`config.mk`:
```
export PLATFORM = sky130hd
export DESIGN_NAME = stopwatch_time_counter
export DESIGN_NICKNAME = d
export VERILOG_FILES = /design/src/design/swtc_pkg.sv /design/src/design/swtc_step.sv /design/src/design/stopwatch_time_counter.sv
export SDC_FILE = /design/constraint.sdc
export NUM_CORES = 1
export LEC_CHECK = 0
export BUFFER_PORTS_ARGS = -buffer_cell sky130_fd_sc_hd__buf_2
export CAP_MARGIN = 20
export CORE_UTILIZATION = 53
export DETAILED_ROUTE_END_ITERATION = 10
export GPL_TIMING_DRIVEN = 0
export HOLD_SLACK_MARGIN = 0.15
export PLACE_DENSITY_LB_ADDON = 0.05
export SLEW_MARGIN = 20
export SYNTH_ARGS = -nofsm -noshare
export SYNTH_HDL_FRONTEND = slang
export SYNTH_HIERARCHICAL = 1
export SYNTH_SLANG_ARGS = --single-unit
export TNS_END_PERCENT = 1
```
`constraint.sdc`:
```
create_clock -name i_clk -period 2.4 [get_ports i_clk]
set_clock_uncertainty 0.2 [all_clocks]
set_input_delay 0.72 -clock i_clk [delete_from_list [all_inputs] [get_ports i_clk]]
set_output_delay 0.72 -clock i_clk [all_outputs]
set_load 0.01 [all_outputs]
```
`src/design/swtc_pkg.sv`:
```
// Package with the time type, operation codes and digit helpers of the stopwatch.
package swtc_pkg;

    localparam logic [9:0] MS_MAX       = 10'd999;
    localparam logic [3:0] DIGIT_MAX    = 4'd9;
    localparam logic [3:0] SEC_TENS_MAX = 4'd5;

    typedef enum logic [2:0] {
        FUNC_MS_UP    = 3'd0,
        FUNC_MS_DOWN  = 3'd1,
        FUNC_SEC_UP   = 3'd2,
        FUNC_SEC_DOWN = 3'd3,
        FUNC_DIG_UP   = 3'd4,
        FUNC_DIG_DOWN = 3'd5,
        FUNC_READ     = 3'd6,
        FUNC_SPARE    = 3'd7    // spare code, acts like a plain read
    } t_func;

    typedef enum logic [1:0] {
        SEL_SEC_ONES = 2'd0,
        SEL_SEC_TENS = 2'd1,
        SEL_MIN_ONES = 2'd2,
        SEL_MIN_TENS = 2'd3
    } t_sel;

    typedef struct packed {
        logic [9:0] millis;
        logic [3:0] min_tens;
        logic [3:0] min_ones;
        logic [2:0] sec_tens;
        logic [3:0] sec_ones;
    } t_time;

    // Raise a digit, wrap past top to zero.
    function automatic logic [3:0] digit_up(input logic [3:0] d, input logic [3:0] top);
        return (d >= top) ? 4'd0 : d + 4'd1;
    endfunction

    // Lower a digit, wrap below zero to top.
    function automatic logic [3:0] digit_down(input logic [3:0] d, input logic [3:0] top);
        return (d == 4'd0) ? top : d - 4'd1;
    endfunction

endpackage

```
`src/design/swtc_step.sv`:
```
// Next-time logic for one stopwatch operation.
module swtc_step
    import swtc_pkg::*;
(
    input  t_time      i_cur,
    input  logic [2:0] i_func,
    input  logic [1:0] i_sel,
    output t_time      o_nxt
);

    logic  sec_inc;
    logic  sec_dec;
    logic  edit_up;
    t_time tmp;

    always_comb begin
        tmp     = i_cur;
        sec_inc = 1'b0;
        sec_dec = 1'b0;
        edit_up = (i_func == FUNC_DIG_UP);
        case (t_func'(i_func))
            FUNC_MS_UP: begin
                if (i_cur.millis >= MS_MAX) begin
                    tmp.millis = 10'd0;
                    sec_inc    = 1'b1;
                end else begin
                    tmp.millis = i_cur.millis + 10'd1;
                end
            end
            FUNC_MS_DOWN: begin
                if (i_cur.millis == 10'd0) begin
                    tmp.millis = MS_MAX;
                    sec_dec    = 1'b1;
                end else begin
                    tmp.millis = i_cur.millis - 10'd1;
                end
            end
            FUNC_SEC_UP:   sec_inc = 1'b1;
            FUNC_SEC_DOWN: sec_dec = 1'b1;
            FUNC_DIG_UP, FUNC_DIG_DOWN: begin
                // Edit one digit only, no carry into its neighbor.
                case (t_sel'(i_sel))
                    SEL_SEC_ONES: tmp.sec_ones = edit_up
                        ? digit_up(i_cur.sec_ones, DIGIT_MAX)
                        : digit_down(i_cur.sec_ones, DIGIT_MAX);
                    SEL_SEC_TENS: tmp.sec_tens = edit_up
                        ? 3'(digit_up({1'b0, i_cur.sec_tens}, SEC_TENS_MAX))
                        : 3'(digit_down({1'b0, i_cur.sec_tens}, SEC_TENS_MAX));
                    SEL_MIN_ONES: tmp.min_ones = edit_up
                        ? digit_up(i_cur.min_ones, DIGIT_MAX)
                        : digit_down(i_cur.min_ones, DIGIT_MAX);
                    SEL_MIN_TENS: tmp.min_tens = edit_up
                        ? digit_up(i_cur.min_tens, DIGIT_MAX)
                        : digit_down(i_cur.min_tens, DIGIT_MAX);
                    default: ;
                endcase
            end
            default: ;
        endcase

        // Ripple a one-second step through the digit chain.
        if (sec_inc) begin
            tmp.sec_ones = digit_up(i_cur.sec_ones, DIGIT_MAX);
            if (i_cur.sec_ones >= DIGIT_MAX) begin
                tmp.sec_tens = 3'(digit_up({1'b0, i_cur.sec_tens}, SEC_TENS_MAX));
                if ({1'b0, i_cur.sec_tens} >= SEC_TENS_MAX) begin
                    tmp.min_ones = digit_up(i_cur.min_ones, DIGIT_MAX);
                    if (i_cur.min_ones >= DIGIT_MAX) begin
                        tmp.min_tens = digit_up(i_cur.min_tens, DIGIT_MAX);
                    end
                end
            end
        end else if (sec_dec) begin
            tmp.sec_ones = digit_down(i_cur.sec_ones, DIGIT_MAX);
            if (i_cur.sec_ones == 4'd0) begin
                tmp.sec_tens = 3'(digit_down({1'b0, i_cur.sec_tens}, SEC_TENS_MAX));
                if (i_cur.sec_tens == 3'd0) begin
                    tmp.min_ones = digit_down(i_cur.min_ones, DIGIT_MAX);
                    if (i_cur.min_ones == 4'd0) begin
                        tmp.min_tens = digit_down(i_cur.min_tens, DIGIT_MAX);
                    end
                end
            end
        end
        o_nxt = tmp;
    end

endmodule

```
`src/design/stopwatch_time_counter.sv`:
```
// Top level of the stopwatch time counter: handshake, time register and result port.
//
//  channel  | dir | tdata fields, lowest bit up
//  ---------+-----+--------------------------------------------------------------
//  s (cmd)  | in  | func[2:0], digit_sel[4:3], zero pad [7:5]
//  m (time) | out | sec_ones[3:0], sec_tens[6:4], min_ones[10:7], min_tens[14:11],
//           |     | millis[24:15], zero pad [31:25]
//
// An accepted command updates the time register at the same clock edge, and the
// result is valid from the next cycle on. A new command is taken every cycle
// while the downstream side takes results.
// Reset (synchronous, active low) clears the time to 00:00.000 and the result slot.
// While a result stalls, hold it and hold off commands; a command is still taken in
// the cycle the waiting result is transferred.
//
// Digits are BCD and millis binary, so the result register is the time register.
module stopwatch_time_counter
    import swtc_pkg::*;
(
    input  logic        i_clk,
    input  logic        i_rst_n,
    input  logic        i_s_tvalid,
    output logic        o_s_tready,
    input  logic [7:0]  i_s_tdata,   // func[2:0], digit_sel[4:3]
    output logic        o_m_tvalid,
    input  logic        i_m_tready,
    output logic [31:0] o_m_tdata    // sec_ones, sec_tens, min_ones, min_tens, millis
);

    t_time r_time;
    t_time n_time;
    logic  r_out_valid;
    logic  s_xfer;

    // Slot is free when empty or being drained this cycle.
    assign o_s_tready = !r_out_valid || i_m_tready;
    assign s_xfer     = i_s_tvalid && o_s_tready;

    swtc_step u_step (
        .i_cur  (r_time),
        .i_func (i_s_tdata[2:0]),
        .i_sel  (i_s_tdata[4:3]),
        .o_nxt  (n_time)
    );

    always_ff @(posedge i_clk) begin
        if (!i_rst_n) begin
            r_time      <= '0;
            r_out_valid <= 1'b0;
        end else begin
            if (s_xfer) begin
                r_time <= n_time;
            end
            // Advance the result slot: fill on a command, drop on a transfer out.
            if (s_xfer) begin
                r_out_valid <= 1'b1;
            end else if (i_m_tready) begin
                r_out_valid <= 1'b0;
            end
        end
    end

    assign o_m_tvalid = r_out_valid;
    assign o_m_tdata  = {7'd0, r_time.millis, r_time.min_tens, r_time.min_ones,
                         r_time.sec_tens, r_time.sec_ones};

endmodule

```
==> results.yml <==
layout:
  area_growth_syn_to_layout_pct: 22.6
  most-common-layout-cells: "nand2_1 (84), a21oi_1 (39), buf_2 (37)"
  final_common_cell: "nand2_1"
  fin_nets: 536
  nFillCells: 498
  n_antenna_cell: 0
  drive_gt1_frac: 0.251
  utilization: 0.688
critical_path:
  worst_path_max_delay_cell: "dfxtp_4"
  cp_data_required_time_ns: 2.41
  crit_cells: 9
  slowest_delay_ns: 0.38
  path_delay_family: "simple AND/OR/NAND/NOR gates"
  startpoint_type: "flip-flop"
  path_buf_inv: 1
  critPathMaxFanout: 4
  r2r_start: "o_m_tdata[0]"
  worstSetupStartpoint: "o_m_tdata[0]"
  r2r_cells: 9
  path_cells: "inv_4 > ha_4 > or3b_4 > or3_4 > nor3_4 > mux2i_1 > o22a_1 > nand2_1 > mux2i_1"
  crit_path_frequent_cell: "mux2i_1"
  crit_arrival_ns: 2.48
  critical_path_class: "flip-flop to flip-flop"
  end_kind: "flip-flop"
floorplan:
  start_util: 0.561
  dieArea_sq_um: 6250
  coreArea_sq_um: 5610
  dieHeight_um: 79.1
  row_count: 27
  die_x_um: 79.1
  io_pins: 46
route:
  viasPerCell: 6.08
  remaining_drc_errors: 0
  drt-initial-drc-count: 298
  finalWirelength_um: 8900
  ant_nets: 0
  firstDrtPassIters: 5
  vias: 3513
  detail_route.wl_per_cell_um: 15.4
sta:
  fin_crit_sh: 1.03
  maxSlewViolCount: 0
  holdWs_ns: 0.277
  finalSetupViolCount: 6
  setup_tns_ns: -0.152
  max_slew.worst_pin.slew_ns: 0.546
  setup_ws_ns: -0.0718
  hold_viol_final: 0
  fmaxAchievable_ghz: 0.405
  slew_headroom: 0.636
  rsz0062_at_grt: "true"
  layout_min_cycle_time_ns: 2.47
logic_synthesis:
  synth-seq-cells: 26
  yosysUniqueCellTypes: 70
  ys.flop_type: "dfxtp_1"
  yosysTopAreaCellShare: 0.165
  ys_seq_area_frac: 0.165
  synth_top_area_cell: "dfxtp_1"
  syn_area_sq_um: 3150
  syn_inst: 450
  async_flop_share: 0
  synth_top_cells_by_area: "dfxtp_1 (17%), mux2i_1 (10%), nand2_1 (10%), ha_1 (6.8%), a21oi_1 (6.4%)"
  synth_edf_count: 0
  ys_warn_count: 6
  synth.avg_cell_area_sq_um: 7.00
clock_network:
  clockBufferDepth: 2
  cts_tree: "built"
  cts-root-buf: "clkbuf_8"
  clk_latency_ns: 0.28
  cts_buffers: 3
  clock_tree.htree_level_count: 1
  clkTransAtPathRegs_ns: 0.11
  clkSinkCount: 26
grt:
  grt_pass1_wl_um: 14500
  grt_max_degree: 16
  gr-usage-all-layers: 0.286
  grt_pass1_vias: 3078
  antenna_found_initial: 0
  overflow: 0
power:
  p_seq_frac: 0.309
  p_int_mw: 1.04
  sw_frac_of_total: 0.386
  irDropWorstVdd_v: 0.000330
  p_leak_nw: 1.60
  pwr-share-clk: 0.224
  p_per_area_nw_per_um2: 438
  pwr-share-comb: 0.466
  power.switching_mw: 0.653
place:
  gp_congestion: 0.949
  hpwl_um: 6210
  place.port_buffers: 33
flow_run:
  max-cap-violations: 0
min_path:
  hp-class: "flip-flop to flip-flop"
  hold_depth: 2
  min-delay-start: "o_m_tdata[17]"
run_status:
  run_status: "finished with violations"
  violations: "setup timing"
==> power groups by stage <==
stage               Sequential (mW)  Combinational [mW]  Clock (mW)
floorplan                     0.528               0.524           0
global placement              0.525               0.670           0
detailed placement            0.527               0.680           0
CTS                           0.519               0.734       0.387
global route                  0.530               0.864       0.409
finish                        0.523               0.789       0.379
==> synthesized netlist by cell type, types with 2 or more instances <==
master    instances
o31a_1            2
a21o_1            3
a221oi_1          2
nand2_1          84
a31oi_1           6
a211o_1           2
o221ai_1          2
xor2_1            2
nand3b_1          2
nand2b_1         11
buf_12            2
nor3_1           10
nor4_1            2
ha_1             17
clkbuf_1         17
a21oi_1          40
nor2_1           30
a211oi_1          3
o22ai_1           8
dfxtp_1          26
and3_1            6
nand3_1          11
o21ai_1           8
o32ai_1           2
a311oi_1          3
o21ai_0          25
buf_2             7
mux2i_1          33
nor3b_1           7
a32oi_1           2
buf_4             7
a22oi_1           3
nor2b_1           6
xnor2_1           3
inv_1            16
nand4_1           2
o211ai_1          3
nor4bb_1          2
nor4b_1           2
==> flip-flops by register name (all words and copies together), names as in the netlist <==
register / flops
o_m_tdata: 25
o_m_tvalid: 1
==> logic make-up after synthesis <==
family,share of synthesized area
buffers and inverters,0.0847
multiplexers,0.109
AND/OR/NAND/NOR,0.310
AO/OA/AOI/OAI,0.248
adder cells (fa/ha/maj),0.0676
other,0.00119
flip-flops,0.165
XOR/XNOR,0.0139
==> area by class of cell <==
cell class	instances	area [sq um]	share of cell area
plain buffers	32	228	0.0590
clock buffers	3	41.3	0.0107
clock inverters	1	30.0	0.00778
inverters	17	68.8	0.0178
multi-input cells	379	2570	0.667
flip-flops and latches	26	546	0.141
well taps	72	90.1	0.0233
repair buffers	48	280	0.0726
==> worst reg2reg max path: cells and delay by family (launching register included) <==
kind | cells | cell delay, ns
buffers and inverters | 1 | 0.06
multiplexers | 2 | 0.37
AO/OA/AOI/OAI | 1 | 0.15
AND/OR/NAND/NOR | 4 | 1.12
adder cells (fa/ha/maj) | 1 | 0.12
flip-flops | 1 | 0.38
==> per-layer routing <==
layer	GRT usage	wire, um
met3	0.0264	541
met2	0.490	4290
met4	0.0891	114
met1	0.377	3950
met5	0	0
==> final timing paths <==
check / endpoint / slack [ns]
worst min-delay path: o_m_tdata[17] / 0.28
worst min register to register: o_m_tdata[17] / 0.28
worst max-delay path: o_m_tdata[14] / -0.07
worst max register to register: o_m_tdata[14] / -0.07
==> timing repair <==
action | in CTS | in global routing
setup endpoints to repair | 21 | 20
pin swaps | 10 | 8
hold buffers | 0 | 0
gates resized for setup | 34 | 26
setup buffers | 10 | 5
==> per-stage QoR <==
step / setup slack (ns) / power [mW] / cells / instance area (sq um)
global route: -0.218 / 1.80 / 578 / 3860
detailed placement: -0.460 / 1.21 / 561 / 3470
global placement: -0.472 / 1.20 / 561 / 3470
CTS: -0.0271 / 1.64 / 573 / 3740
finish: -0.0718 / 1.69 / 578 / 3860
floorplan: -0.0334 / 1.05 / 456 / 3210
(Power assumes the default switching activity.)
